===== src/rtl/pll_loop_filter_two_integrator_assert.svh =====
// Assertion macros shared by the loop filter RTL.
// Both macros expect a signal named clk in the scope where they are used; PLF_ASSERT also needs rst_n.
`ifndef PLL_LOOP_FILTER_TWO_INTEGRATOR_ASSERT_SVH
`define PLL_LOOP_FILTER_TWO_INTEGRATOR_ASSERT_SVH

// Checked property, switched off while reset is held.
`define PLF_ASSERT(lbl, prop, msg) \
  lbl: assert property (@(posedge clk) disable iff (!rst_n) prop) else $error(msg);

// Checked property that also holds through reset.
`define PLF_ASSERT_ALWAYS(lbl, prop, msg) \
  lbl: assert property (@(posedge clk) prop) else $error(msg);

`endif


===== src/rtl/plf2i_pkg.sv =====
package plf2i_pkg;

  // Fixed-point formats: sample Q1.15, gains Q16.16, internal values Q8.24.
  localparam int unsigned SAMPLE_W  = 16;
  localparam int unsigned WORD_W    = 32;
  localparam int unsigned PROD_W    = 2 * WORD_W;
  localparam int unsigned CFG_IDX_W = 2;
  // Sample times k1 lands in Q17.31; shifting by 7 gives Q8.24.
  localparam int unsigned P1_SHIFT  = 7;
  // Q8.24 times a Q16.16 gain, back to Q8.24.
  localparam int unsigned GAIN_FRAC = 16;

  localparam logic [WORD_W-1:0] WORD_MAX = {1'b0, {(WORD_W-1){1'b1}}};
  localparam logic [WORD_W-1:0] WORD_MIN = {1'b1, {(WORD_W-1){1'b0}}};

  // Reset gain k1 is 1.0 in Q16.16.
  localparam logic [WORD_W-1:0] GAIN_PROP_RST = 32'h0001_0000;

  // Configuration register indexes.
  localparam logic [CFG_IDX_W-1:0] REG_GAIN_PROP         = 2'd0;
  localparam logic [CFG_IDX_W-1:0] REG_GAIN_RATIO_FIRST  = 2'd1;
  localparam logic [CFG_IDX_W-1:0] REG_GAIN_RATIO_SECOND = 2'd2;

  // Operand selection for the shared multiplier.
  localparam logic [1:0] MUL_SAMPLE_K1 = 2'd0;
  localparam logic [1:0] MUL_P1_K2     = 2'd1;
  localparam logic [1:0] MUL_P12_K3    = 2'd2;

  typedef struct packed {
    logic [WORD_W-1:0] val;
    logic              sat;
  } clip_t;

  // Commands from the controller to the datapath.
  typedef struct packed {
    logic       load_in;
    logic       mul_en;
    logic [1:0] mul_op;
    logic       cap_p1;
    logic       cap_p12;
    logic       upd_int2;
    logic       upd_int1;
    logic       out_load;
  } cmd_t;

  // Status from the datapath to the controller.
  typedef struct packed {
    logic out_free;
  } sts_t;

  // Clip a 64-bit value to the signed 32-bit range.
  function automatic clip_t clip_prod(input logic [PROD_W-1:0] x);
    clip_t r;
    r.sat = (x[PROD_W-1:WORD_W-1] != {(PROD_W-WORD_W+1){1'b0}}) &&
            (x[PROD_W-1:WORD_W-1] != {(PROD_W-WORD_W+1){1'b1}});
    if (!r.sat) begin
      r.val = x[WORD_W-1:0];
    end else if (x[PROD_W-1]) begin
      r.val = WORD_MIN;
    end else begin
      r.val = WORD_MAX;
    end
    return r;
  endfunction

  // Add two signed words and clip the sum to the signed 32-bit range.
  function automatic clip_t add_clip(input logic [WORD_W-1:0] a,
                                     input logic [WORD_W-1:0] b);
    logic [WORD_W:0] s;
    clip_t           r;
    s     = {a[WORD_W-1], a} + {b[WORD_W-1], b};
    r.sat = s[WORD_W] != s[WORD_W-1];
    if (!r.sat) begin
      r.val = s[WORD_W-1:0];
    end else if (s[WORD_W]) begin
      r.val = WORD_MIN;
    end else begin
      r.val = WORD_MAX;
    end
    return r;
  endfunction

endpackage


===== src/rtl/plf2i_if.sv =====
// Sample channel: one error sample and its mode bit per word.
interface plf2i_in_if;
  import plf2i_pkg::*;
  logic                       valid;
  logic                       ready;
  logic signed [SAMPLE_W-1:0] error_sample;
  logic                       mode;

  modport source (output valid, error_sample, mode, input ready);
  modport sink (input valid, error_sample, mode, output ready);
endinterface

// Result channel: one filter output and its saturation flag per word.
interface plf2i_out_if;
  import plf2i_pkg::*;
  logic                     valid;
  logic                     ready;
  logic signed [WORD_W-1:0] loop_out;
  logic                     saturated;

  modport source (output valid, loop_out, saturated, input ready);
  modport sink (input valid, loop_out, saturated, output ready);
endinterface


===== src/rtl/plf2i_ctrl.sv =====
module plf2i_ctrl
  import plf2i_pkg::*;
(
  input  logic clk,
  input  logic rst_n,
  input  logic in_valid,
  input  logic in_mode,
  output logic in_ready,
  input  sts_t sts,
  output cmd_t cmd
);

  localparam logic [3:0] ST_IDLE = 4'd0;
  localparam logic [3:0] ST_M1   = 4'd1;
  localparam logic [3:0] ST_C1   = 4'd2;
  localparam logic [3:0] ST_M2   = 4'd3;
  localparam logic [3:0] ST_C2   = 4'd4;
  localparam logic [3:0] ST_M3   = 4'd5;
  localparam logic [3:0] ST_C3   = 4'd6;
  localparam logic [3:0] ST_I1   = 4'd7;
  localparam logic [3:0] ST_OUT  = 4'd8;

  logic [3:0] state_r;
  logic [3:0] state_nxt;

  assign in_ready = (state_r == ST_IDLE);

  // Next state and the command word for each step.
  always_comb begin
    state_nxt = state_r;
    cmd       = '0;
    cmd.mul_op = MUL_SAMPLE_K1;
    unique case (state_r)
      ST_IDLE: begin
        if (in_valid) begin
          cmd.load_in = 1'b1;
          state_nxt   = in_mode ? ST_OUT : ST_M1;
        end
      end
      ST_M1: begin
        cmd.mul_en = 1'b1;
        cmd.mul_op = MUL_SAMPLE_K1;
        state_nxt  = ST_C1;
      end
      ST_C1: begin
        cmd.cap_p1 = 1'b1;
        state_nxt  = ST_M2;
      end
      ST_M2: begin
        cmd.mul_en = 1'b1;
        cmd.mul_op = MUL_P1_K2;
        state_nxt  = ST_C2;
      end
      ST_C2: begin
        cmd.cap_p12 = 1'b1;
        state_nxt   = ST_M3;
      end
      ST_M3: begin
        cmd.mul_en = 1'b1;
        cmd.mul_op = MUL_P12_K3;
        state_nxt  = ST_C3;
      end
      ST_C3: begin
        cmd.upd_int2 = 1'b1;
        state_nxt    = ST_I1;
      end
      ST_I1: begin
        cmd.upd_int1 = 1'b1;
        state_nxt    = ST_OUT;
      end
      ST_OUT: begin
        // Hold here until the output register can take the word.
        if (sts.out_free) begin
          cmd.out_load = 1'b1;
          state_nxt    = ST_IDLE;
        end
      end
      default: begin
        state_nxt = ST_IDLE;
      end
    endcase
  end

  // State register.
  always_ff @(posedge clk) begin
    if (!rst_n) begin
      state_r <= ST_IDLE;
    end else begin
      state_r <= state_nxt;
    end
  end

endmodule


===== src/rtl/plf2i_dp.sv =====
module plf2i_dp
  import plf2i_pkg::*;
(
  input  logic                 clk,
  input  logic                 rst_n,
  input  logic                 cfg_we,
  input  logic [CFG_IDX_W-1:0] cfg_index,
  input  logic [WORD_W-1:0]    cfg_wdata,
  input  logic [SAMPLE_W-1:0]  in_sample,
  input  logic                 in_mode,
  input  cmd_t                 cmd,
  output sts_t                 sts,
  output logic                 out_valid,
  input  logic                 out_ready,
  output logic [WORD_W-1:0]    out_word,
  output logic                 out_sat
);

  `include "pll_loop_filter_two_integrator_assert.svh"

  // Gains.
  logic [WORD_W-1:0] k1_r, k2_r, k3_r;

  // Per-word working registers.
  logic [SAMPLE_W-1:0] sample_r;
  logic                mode_r;
  logic [PROD_W-1:0]   prod_r;
  logic [WORD_W-1:0]   p1_r, p1_nxt;
  logic [WORD_W-1:0]   p12_r, p12_nxt;
  logic                sat_r, sat_nxt;

  // Integrator state.
  logic [WORD_W-1:0] first_acc_r, first_acc_nxt;
  logic [WORD_W-1:0] first_prev_r, first_prev_nxt;
  logic [WORD_W-1:0] second_acc_r, second_acc_nxt;
  logic [WORD_W-1:0] second_prev_r, second_prev_nxt;

  // Output register.
  logic              out_valid_r, out_valid_nxt;
  logic [WORD_W-1:0] out_word_r, out_word_nxt;
  logic              out_sat_r, out_sat_nxt;

  logic [WORD_W-1:0] mul_a, mul_b;
  logic [PROD_W-1:0] prod_shr7, prod_shr16;
  clip_t             c_p1, c_p12, c_p123, c_acc2, c_in1, c_acc1, c_out;

  assign sts.out_free = !out_valid_r || out_ready;
  assign out_valid    = out_valid_r;
  assign out_word     = out_word_r;
  assign out_sat      = out_sat_r;

  // Shared multiplier operand selection.
  always_comb begin
    unique case (cmd.mul_op)
      MUL_P1_K2: begin
        mul_a = p1_r;
        mul_b = k2_r;
      end
      MUL_P12_K3: begin
        mul_a = p12_r;
        mul_b = k3_r;
      end
      default: begin
        mul_a = {{(WORD_W-SAMPLE_W){sample_r[SAMPLE_W-1]}}, sample_r};
        mul_b = k1_r;
      end
    endcase
  end

  // Floor scaling of the registered product, then the clipped values.
  assign prod_shr7  = $signed(prod_r) >>> P1_SHIFT;
  assign prod_shr16 = $signed(prod_r) >>> GAIN_FRAC;
  assign c_p1   = clip_prod(prod_shr7);
  assign c_p12  = clip_prod(prod_shr16);
  assign c_p123 = clip_prod(prod_shr16);
  assign c_acc2 = add_clip(second_acc_r, second_prev_r);
  assign c_in1  = add_clip(p12_r, second_acc_r);
  assign c_acc1 = add_clip(first_acc_r, first_prev_r);
  assign c_out  = add_clip(p1_r, first_acc_r);

  // Next values of the working and integrator registers.
  always_comb begin
    p1_nxt          = p1_r;
    p12_nxt         = p12_r;
    sat_nxt         = sat_r;
    first_acc_nxt   = first_acc_r;
    first_prev_nxt  = first_prev_r;
    second_acc_nxt  = second_acc_r;
    second_prev_nxt = second_prev_r;
    out_valid_nxt   = out_valid_r && !out_ready;
    out_word_nxt    = out_word_r;
    out_sat_nxt     = out_sat_r;

    if (cmd.load_in) begin
      sat_nxt = 1'b0;
    end
    if (cmd.cap_p1) begin
      p1_nxt  = c_p1.val;
      sat_nxt = sat_r | c_p1.sat;
    end
    if (cmd.cap_p12) begin
      p12_nxt = c_p12.val;
      sat_nxt = sat_r | c_p12.sat;
    end
    // Integrator two: accumulate the old input, then store the new one.
    if (cmd.upd_int2) begin
      second_acc_nxt  = c_acc2.val;
      second_prev_nxt = c_p123.val;
      sat_nxt         = sat_r | c_p123.sat | c_acc2.sat;
    end
    // Integrator one, fed by the k1*k2 path plus integrator two.
    if (cmd.upd_int1) begin
      first_acc_nxt  = c_acc1.val;
      first_prev_nxt = c_in1.val;
      sat_nxt        = sat_r | c_in1.sat | c_acc1.sat;
    end
    // Result word; a clear word zeroes all integrator state.
    if (cmd.out_load) begin
      out_valid_nxt = 1'b1;
      if (mode_r) begin
        out_word_nxt    = '0;
        out_sat_nxt     = 1'b0;
        first_acc_nxt   = '0;
        first_prev_nxt  = '0;
        second_acc_nxt  = '0;
        second_prev_nxt = '0;
      end else begin
        out_word_nxt = c_out.val;
        out_sat_nxt  = sat_r | c_out.sat;
      end
    end
  end

  // Output valid flag, gains and integrators.
  always_ff @(posedge clk) begin
    if (!rst_n) begin
      k1_r          <= GAIN_PROP_RST;
      k2_r          <= '0;
      k3_r          <= '0;
      first_acc_r   <= '0;
      first_prev_r  <= '0;
      second_acc_r  <= '0;
      second_prev_r <= '0;
      out_valid_r   <= 1'b0;
    end else begin
      if (cfg_we) begin
        unique case (cfg_index)
          REG_GAIN_PROP:         k1_r <= cfg_wdata;
          REG_GAIN_RATIO_FIRST:  k2_r <= cfg_wdata;
          REG_GAIN_RATIO_SECOND: k3_r <= cfg_wdata;
          default: begin
          end
        endcase
      end
      first_acc_r   <= first_acc_nxt;
      first_prev_r  <= first_prev_nxt;
      second_acc_r  <= second_acc_nxt;
      second_prev_r <= second_prev_nxt;
      out_valid_r   <= out_valid_nxt;
    end
  end

  // Payload registers and the multiplier output register.
  always_ff @(posedge clk) begin
    if (cmd.load_in) begin
      sample_r <= in_sample;
      mode_r   <= in_mode;
    end
    if (cmd.mul_en) begin
      prod_r <= PROD_W'($signed(mul_a) * $signed(mul_b));
    end
    p1_r       <= p1_nxt;
    p12_r      <= p12_nxt;
    sat_r      <= sat_nxt;
    out_word_r <= out_word_nxt;
    out_sat_r  <= out_sat_nxt;
  end

  // A clear word leaves every integrator word at zero.
  `PLF_ASSERT(a_clear_empties_state, (cmd.out_load && mode_r) |=> (first_acc_r == '0 && first_prev_r == '0 && second_acc_r == '0 && second_prev_r == '0), "integrator state not cleared")
  // A clear word is delivered as zero with no saturation.
  `PLF_ASSERT(a_clear_word_zero, (cmd.out_load && mode_r) |=> (out_word_r == '0 && !out_sat_r), "clear word not zero")
  // A new result is only loaded when the output register is free.
  `PLF_ASSERT(a_no_overwrite, cmd.out_load |-> (!out_valid_r || out_ready), "output word overwritten")
  // A pending result stays put until it is taken.
  `PLF_ASSERT(a_hold_pending, (out_valid_r && !out_ready) |=> (out_valid_r && $stable(out_word_r)), "pending word lost")

endmodule


===== src/rtl/pll_loop_filter_two_integrator.sv =====
// A process word is multiplied by k1, k2 and k3 in turn, updates integrators two and one,
// and is then loaded into the output register; a clear word goes straight to that load.
// A new sample is taken only after the last word is loaded. The single shared 32x32
// multiplier is used three times per sample, each product followed by shift-and-clip.
// Reset (synchronous, rst_n low): k1 = 1.0, k2 = k3 = 0, integrators and output valid cleared.
module pll_loop_filter_two_integrator
  import plf2i_pkg::*;
(
  input  logic                  clk,
  input  logic                  rst_n,
  input  logic                  cfg_we,
  input  logic [CFG_IDX_W-1:0]  cfg_index,
  input  logic [WORD_W-1:0]     cfg_wdata,
  plf2i_in_if.sink              in_ch,
  plf2i_out_if.source           out_ch
);

  cmd_t              cmd;
  sts_t              sts;
  logic              in_ready;
  logic              out_valid;
  logic [WORD_W-1:0] out_word;
  logic              out_sat;

  plf2i_ctrl u_ctrl (
    .clk      (clk),
    .rst_n    (rst_n),
    .in_valid (in_ch.valid),
    .in_mode  (in_ch.mode),
    .in_ready (in_ready),
    .sts      (sts),
    .cmd      (cmd)
  );

  plf2i_dp u_dp (
    .clk       (clk),
    .rst_n     (rst_n),
    .cfg_we    (cfg_we),
    .cfg_index (cfg_index),
    .cfg_wdata (cfg_wdata),
    .in_sample (in_ch.error_sample),
    .in_mode   (in_ch.mode),
    .cmd       (cmd),
    .sts       (sts),
    .out_valid (out_valid),
    .out_ready (out_ch.ready),
    .out_word  (out_word),
    .out_sat   (out_sat)
  );

  // Channel hookup.
  assign in_ch.ready      = in_ready;
  assign out_ch.valid     = out_valid;
  assign out_ch.loop_out  = out_word;
  assign out_ch.saturated = out_sat;

endmodule

===== src/flat_wrapper.sv =====
// flat-port wrapper written by rule: the top's interface ports become plain ports
module pll_loop_filter_two_integrator_flat import plf2i_pkg::*;
  (clk, rst_n, cfg_we, cfg_index, cfg_wdata, in_ch_valid, in_ch_error_sample, in_ch_mode, in_ch_ready, out_ch_valid, out_ch_loop_out, out_ch_saturated, out_ch_ready);
  plf2i_in_if in_ch_i ();
  plf2i_out_if out_ch_i ();
  input  logic clk;
  input  logic rst_n;
  input  logic cfg_we;
  input  logic [CFG_IDX_W-1:0] cfg_index;
  input  logic [WORD_W-1:0] cfg_wdata;
  input wire logic [$bits(in_ch_i.valid)-1:0] in_ch_valid;
  input wire logic [$bits(in_ch_i.error_sample)-1:0] in_ch_error_sample;
  input wire logic [$bits(in_ch_i.mode)-1:0] in_ch_mode;
  output wire logic [$bits(in_ch_i.ready)-1:0] in_ch_ready;
  output wire logic [$bits(out_ch_i.valid)-1:0] out_ch_valid;
  output wire logic [$bits(out_ch_i.loop_out)-1:0] out_ch_loop_out;
  output wire logic [$bits(out_ch_i.saturated)-1:0] out_ch_saturated;
  input wire logic [$bits(out_ch_i.ready)-1:0] out_ch_ready;
  assign in_ch_i.valid = in_ch_valid;
  assign in_ch_i.error_sample = in_ch_error_sample;
  assign in_ch_i.mode = in_ch_mode;
  assign in_ch_ready = in_ch_i.ready;
  assign out_ch_valid = out_ch_i.valid;
  assign out_ch_loop_out = out_ch_i.loop_out;
  assign out_ch_saturated = out_ch_i.saturated;
  assign out_ch_i.ready = out_ch_ready;
  pll_loop_filter_two_integrator u_core (.clk(clk), .rst_n(rst_n), .cfg_we(cfg_we), .cfg_index(cfg_index), .cfg_wdata(cfg_wdata), .in_ch(in_ch_i), .out_ch(out_ch_i));
endmodule

===== config.mk =====
export PLATFORM = sky130hd
export DESIGN_NAME = pll_loop_filter_two_integrator_flat
export DESIGN_NICKNAME = d
export VERILOG_FILES = /design/src/rtl/plf2i_pkg.sv /design/src/rtl/plf2i_if.sv /design/src/rtl/plf2i_ctrl.sv /design/src/rtl/plf2i_dp.sv /design/src/rtl/pll_loop_filter_two_integrator.sv /design/src/flat_wrapper.sv
export VERILOG_INCLUDE_DIRS = /design/src /design/src/rtl
export SDC_FILE = /design/constraint.sdc
export NUM_CORES = 2
export LEC_CHECK = 0
export CORE_MARGIN = 3
export CORE_UTILIZATION = 65
export DETAILED_ROUTE_END_ITERATION = 16
export DONT_BUFFER_PORTS = 1
export PLACE_DENSITY = 0.83
export SETUP_SLACK_MARGIN = 0.2
export SLEW_MARGIN = 20
export SYNTH_ARGS = -nofsm -noshare
export SYNTH_HDL_FRONTEND = slang
export SYNTH_SLANG_ARGS = --single-unit

===== constraint.sdc =====
create_clock -name clk -period 10.8 [get_ports clk]
set_input_delay 0.54 -clock clk [delete_from_list [all_inputs] [get_ports clk]]
set_output_delay 0.54 -clock clk [all_outputs]
set_load 0.05 [all_outputs]

[Yosys cells after proc, flatten, opt, wreduce, memory -nomap -nowiden]
Index checks and enable logic that the tools add are counted.
W data, S select, Z words.
Cells by class
  add/sub/neg operators: 4
  multipliers: 1
  eq/ne operators: 20
  multiplexer cells: 44
  bitwise gates (word level): 6
  reduce and logical (&&, ||, !) cells: 15
Operators by type and width (number)
  $mux W32: 23
  $add A32 B32 Y33: 4
  $pmux W32 S2: 2
  $ne A33 B33 Y1 const B: 2
  $reduce_bool A33 Y1: 2
  $mul A32 B32 Y64: 1
  $pmux W4 S9: 1
  $eq A4 B3 Y1 const B: 4
  $mux W1: 14
  $mux W4: 3
  $pmux W3 S3: 1
  $eq A4 B2 Y1 const B: 2
  $reduce_and A2 Y1: 4
  $or A1 B1 Y1: 6
  $reduce_bool A5 Y1: 1
  $eq A2 B1 Y1 const B: 2
  $eq A2 B2 Y1 const B: 2
  $eq A4 B1 Y1 const B: 1
  $eq A4 B4 Y1 const B: 1
  $logic_not A4 Y1: 1
  $ne A1 B1 Y1: 4
  $logic_and A1 B1 Y1: 3
  $logic_not A1 Y1: 2
  $logic_not A2 Y1: 1
  3 further kinds: 3
Storage, ports and cells
  bits in registers: 408
  input bits: 56

[Longest topological paths before layout]
  depth in word-level cells: 7
  mapped depth: 40
  gate-level depth less buffers: 34

[Cells and area by module]
Synthesis repeated with hierarchy kept, for this count alone.
Unflattened totals
  cells, all modules: 6140
  area total of the unflattened synthesis: 56286.5 sq um
By module, submodules not included
  plf2i_dp: instances 1, cells each 6106, area an instance 56005.0 sq um
  plf2i_ctrl: instances 1, cells each 34, area an instance 281.5 sq um

[Worst setup path after synthesis]
No wires, ideal clock.
  path type: register to register
  start: register u_core.u_ctrl.state_r[0]
  end: register u_core.u_dp.prod_r[54] (data pin)
  setup time: 259 ps
  arrival time: 9461 ps
  setup slack: 1080 ps
  stages on the path, launching flop included: 34
  period minus slack after synthesis: 9720 ps
  cell sequence: dfxtp_1 > clkbuf_1 > nand2b_1 > or2_2 > ha_1 > buf_2 > clkbuf_1 > clkbuf_1 > clkbuf_1 > a21o_1 > clkbuf_1 > nor2_1 > fa_1 > inv_1 > fa_1 > inv_1 > fa_1 > fa_1 > inv_1 > fa_1 > inv_1 > fa_1 > inv_1 > fa_1 > fa_1 > inv_1 > ha_1 > a31o_2 > a211oi_1 > o21ai_1 > a31o_2 > a21o_1 > a21oi_1 > xnor2_1
On the way
  longest elaborated chain between the ends: 5
Ends and longest elaborated chain
  from (decl): RTL line plf2i_ctrl.sv:23  | logic [3:0] state_r;
  from (signal assigned): RTL line plf2i_ctrl.sv:89  | state_r <= state_nxt;
  $eq A4 B3 Y1, or another cell as far along: RTL line plf2i_ctrl.sv:33  | unique case (state_r)
  $pmux W3 S3 *: RTL line plf2i_ctrl.sv:33
  $eq A2 B2 Y1 or $eq A2 B1 Y1 (tied branches): RTL line plf2i_dp.sv:54  | unique case (cmd.mul_op)
  $pmux W32 S2: RTL line plf2i_dp.sv:54
  $mul A32 B32 Y64 *: RTL line plf2i_dp.sv:170  | prod_r <= PROD_W'($signed(mul_a) * $signed(mul_b));
  to (signal assigned): RTL line plf2i_dp.sv:170
  to (decl): RTL line plf2i_dp.sv:27  | logic [PROD_W-1:0] prod_r;
Every way passes the cells marked *; elsewhere a longest branch is shown, timed or not.
A chain may end at the register's enable or synchronous reset.

[Worst setup path in the final report]
  start: register u_core.u_ctrl.state_r[3]
  end: register u_core.u_dp.prod_r[54] (data pin)
The elaborated chain is that of the path after synthesis.

==> metrics.yaml <==
power:
  powerDensity_nw_per_um2: 244.7
  vdd_ir_drop_max_mv: 0.5110
  power.leakage_nw: 28.29
run:
  max_cap_viol_count: 0
synth:
  synth_top_area_share_pct: 38.31
  async_flop_share_pct: 0
  synth_most_common_cell: "fa_1"
  ys_seq_area_share_pct: 17.19
  synth_compound_area_share_pct: 11.83
  ys_top_cells_by_area: "fa_1 (38%), edfxtp_1 (9.1%), dfxtp_1 (8.1%), ha_1 (6.9%), inv_1 (6.9%)"
  yosys.area_share.simple_pct: 13.86
  synth_top_family_by_area: "adder cells"
  synth_area_per_cell_um2: 9.029
  mappedNetlistArea_um2: 56700
  postSynthCellCount: 6280
  synth_xor_area_share_pct: 2.763
  synth_top_area_cell: "fa_1"
  synth_fa_ha_area_share_pct: 45.31
  synth_nets: 7732
  synthTopCellsByCount: "fa_1 (1,085), inv_1 (1,035), nand2_1 (929)"
  synthMuxAreaShare_pct: 0.1059
  synth_edf_count: 172
  synthDistinctLibCells: 92
  ys_seq_elements: 401
  ys.flop_type: "dfxtp_1"
  yosys_warnings: 0
finish:
  area_delta_synth_final_pct: 6.624
  fillers: 6399
  seq_area_um2: 9751
  nNetsFinal: 7681
  largest_reg_flops: 57
  final_layout_size_suffix_gt1_share_pct: 6.053
  multi_input_area_um2: 42240
  top_register: "u_core.u_dp.prod_r"
clock_tree:
  cts_buffer_depth: 3
  htree_levels: 2
  tritoncts: "done"
  clock_latency_ns: 0.60
  clockRootBuffer: "clkbuf_16"
  ctsHoldBuffers: 0
  path_clk_slew_ns: 0.07
  cts_inserted_buffers: 40
  clock_sink_count: 401
floorplan:
  rows: 107
  start_util_pct: 66.08
  chipWidth_um: 301.4
  die-area_um2: 90810
  ios: 91
  coreArea_um2: 85820
  die_h_um: 301.4
worst_hold_path:
  hold_path_depth: 0
  hp-start: "in_ch_mode"
  worstHoldPathType: "in2reg"
route:
  num_vias: 46450
  dr.pass1.iters: 6
  routedWlPerCell_um: 25.00
  antenna_left: 0
  dr.first_iter.drc_count: 5159
  vias_per_cell: 6.271
  wirelength_um: 185200
  drc_errors: 0
worst_setup_path:
  cp_slowest_cell: "a21o_1"
  cp-startpoint: "u_core.u_ctrl.state_r[3]"
  start_kind: "register"
  cp.arrival_ns: 10.70
  reg2reg_depth: 30
  critPathTopFamily: "adder cells"
  worstSetupEndpointType: "register"
  path_buf_inv: 6
  required_ns: 11.12
  cp_common_cell: "fa_1"
  cp_max_fo: 21
  max_stage_delay_ns: 0.69
  criticalPathCategory: "reg2reg"
  reg2reg_from: "u_core.u_ctrl.state_r[3]"
  cp_num_cells: 30
sta:
  whs_ns: 0.03894
  rsz0062_at_grt: "no"
  fin_worst_skew_ns: 0.03661
  tightest_slew_ns: 1.090
  period_share_pct: 96.09
  fmax_mhz: 96.36
  slew_headroom_pct: 27.30
  hold_violations: 0
  fin_setup_tns_ns: 0
  min_period_ns: 10.38
  final-setup-viol-count: 0
  drv_slew: 0
run_status:
  outcome: "finished clean"
global_route:
  overflow: 0
  grt.total_usage_pct: 41.65
  grt_max_degree: 103
  grt_pass1_wl_um: 282600
  grt_pass1_vias: 48040
  antenna_found_initial: 5
placed_design:
  dp.final_hpwl_um: 147300
  port_buffers: 0
  gp_congestion: 1.087
==> power by group <==
group / internal (W) / switching (W)
combinational: 0.00430 / 0.00666
sequential: 0.00218 / 0.000175
clock: 0.000817 / 0.000660
==> final timing paths <==
kind,to,slack (ns)
min reg2reg,u_core.u_dp.second_prev_r[31],0.46
min,u_core.u_dp.mode_r,0.04
max reg2reg,u_core.u_dp.prod_r[54],0.42
max,u_core.u_dp.prod_r[54],0.42
==> layout by cell type (no fill, tap or decap), drive strengths merged, types with 21 or more instances in the layout <==
| cell type | netlist | routed |
|---|---|---|
| nand4 | 27 | 27 |
| nand2b | 37 | 37 |
| xnor2 | 113 | 113 |
| nand2 | 931 | 931 |
| nand3 | 35 | 35 |
| o21bai | 25 | 25 |
| dfxtp | 229 | 229 |
| clkbuf | 256 | 55 |
| o22ai | 74 | 74 |
| nor2 | 768 | 768 |
| a22oi | 46 | 46 |
| a21boi | 105 | 105 |
| a21o | 161 | 161 |
| a31o | 21 | 21 |
| xor2 | 65 | 65 |
| ha | 311 | 311 |
| buf | 47 | 210 |
| inv | 1035 | 1039 |
| a21oi | 264 | 264 |
| edfxtp | 172 | 172 |
| o21ai | 146 | 146 |
| nor2b | 25 | 25 |
| fa | 1085 | 1085 |
| a31oi | 35 | 35 |
| nor3 | 29 | 29 |
| o21a | 26 | 26 |
| a211oi | 29 | 29 |
==> through the flow <==
step	cells	worst slack [ns]	total power (W)	area, µm²	util [%]
3_5_place_dp	7327	0.3809	0.01300	58950	68.69
4_1_cts	7401	0.3123	0.01452	60320	70.29
2_1_floorplan	6280	1.080	0.009658	56700	-
3_3_place_gp	7327	0.6150	0.01270	58950	68.69
6_report	7407	0.4217	0.01479	60460	70.45
5_1_grt	7406	0.1756	0.01587	60460	70.45
==> layer usage <==
layer / GRT usage (%) / part of all wire [%] / up-vias
met3: 12.50 / 13 / 778
li1: - / - / 19610
met2: 62.89 / 44 / 3036
met5: 0 / 0.0049 / -
met1: 52.93 / 35 / 23020
met4: 25.71 / 8.0 / 2
==> what timing repair did <==
| item | CTS | global route |
|---|---|---|
| resized for setup | 0 | 17 |
| setup buffers | 0 | 4 |
| endpoints found under the setup margin | 0 | 18 |
==> logic make-up (layout without fill, tap and decap cells) <==
kind of cell / after synthesis / after routing
AO/OA/AOI/OAI: 1018 / 1018
XOR/XNOR: 178 / 178
adder cells (fa/ha/maj): 1404 / 1404
buffers and inverters: 1339 / 1320
flip-flops: 401 / 401
multiplexers: 5 / 5
other: 0 / 2
AND/OR/NAND/NOR: 1935 / 1935
==> area by class of cell <==
type / count / share of cell area [%]
clock inverter: 19 / 0.3435
antenna: 2 / 0.008278
sequential: 401 / 16.13
timing repair buffer: 210 / 2.930
multi-input combinational: 4540 / 69.87
tap: 1144 / 2.367
inverter: 1036 / 6.432
clock buffer: 55 / 1.923
No activity file was read; power rests on OpenSTA's default activity.
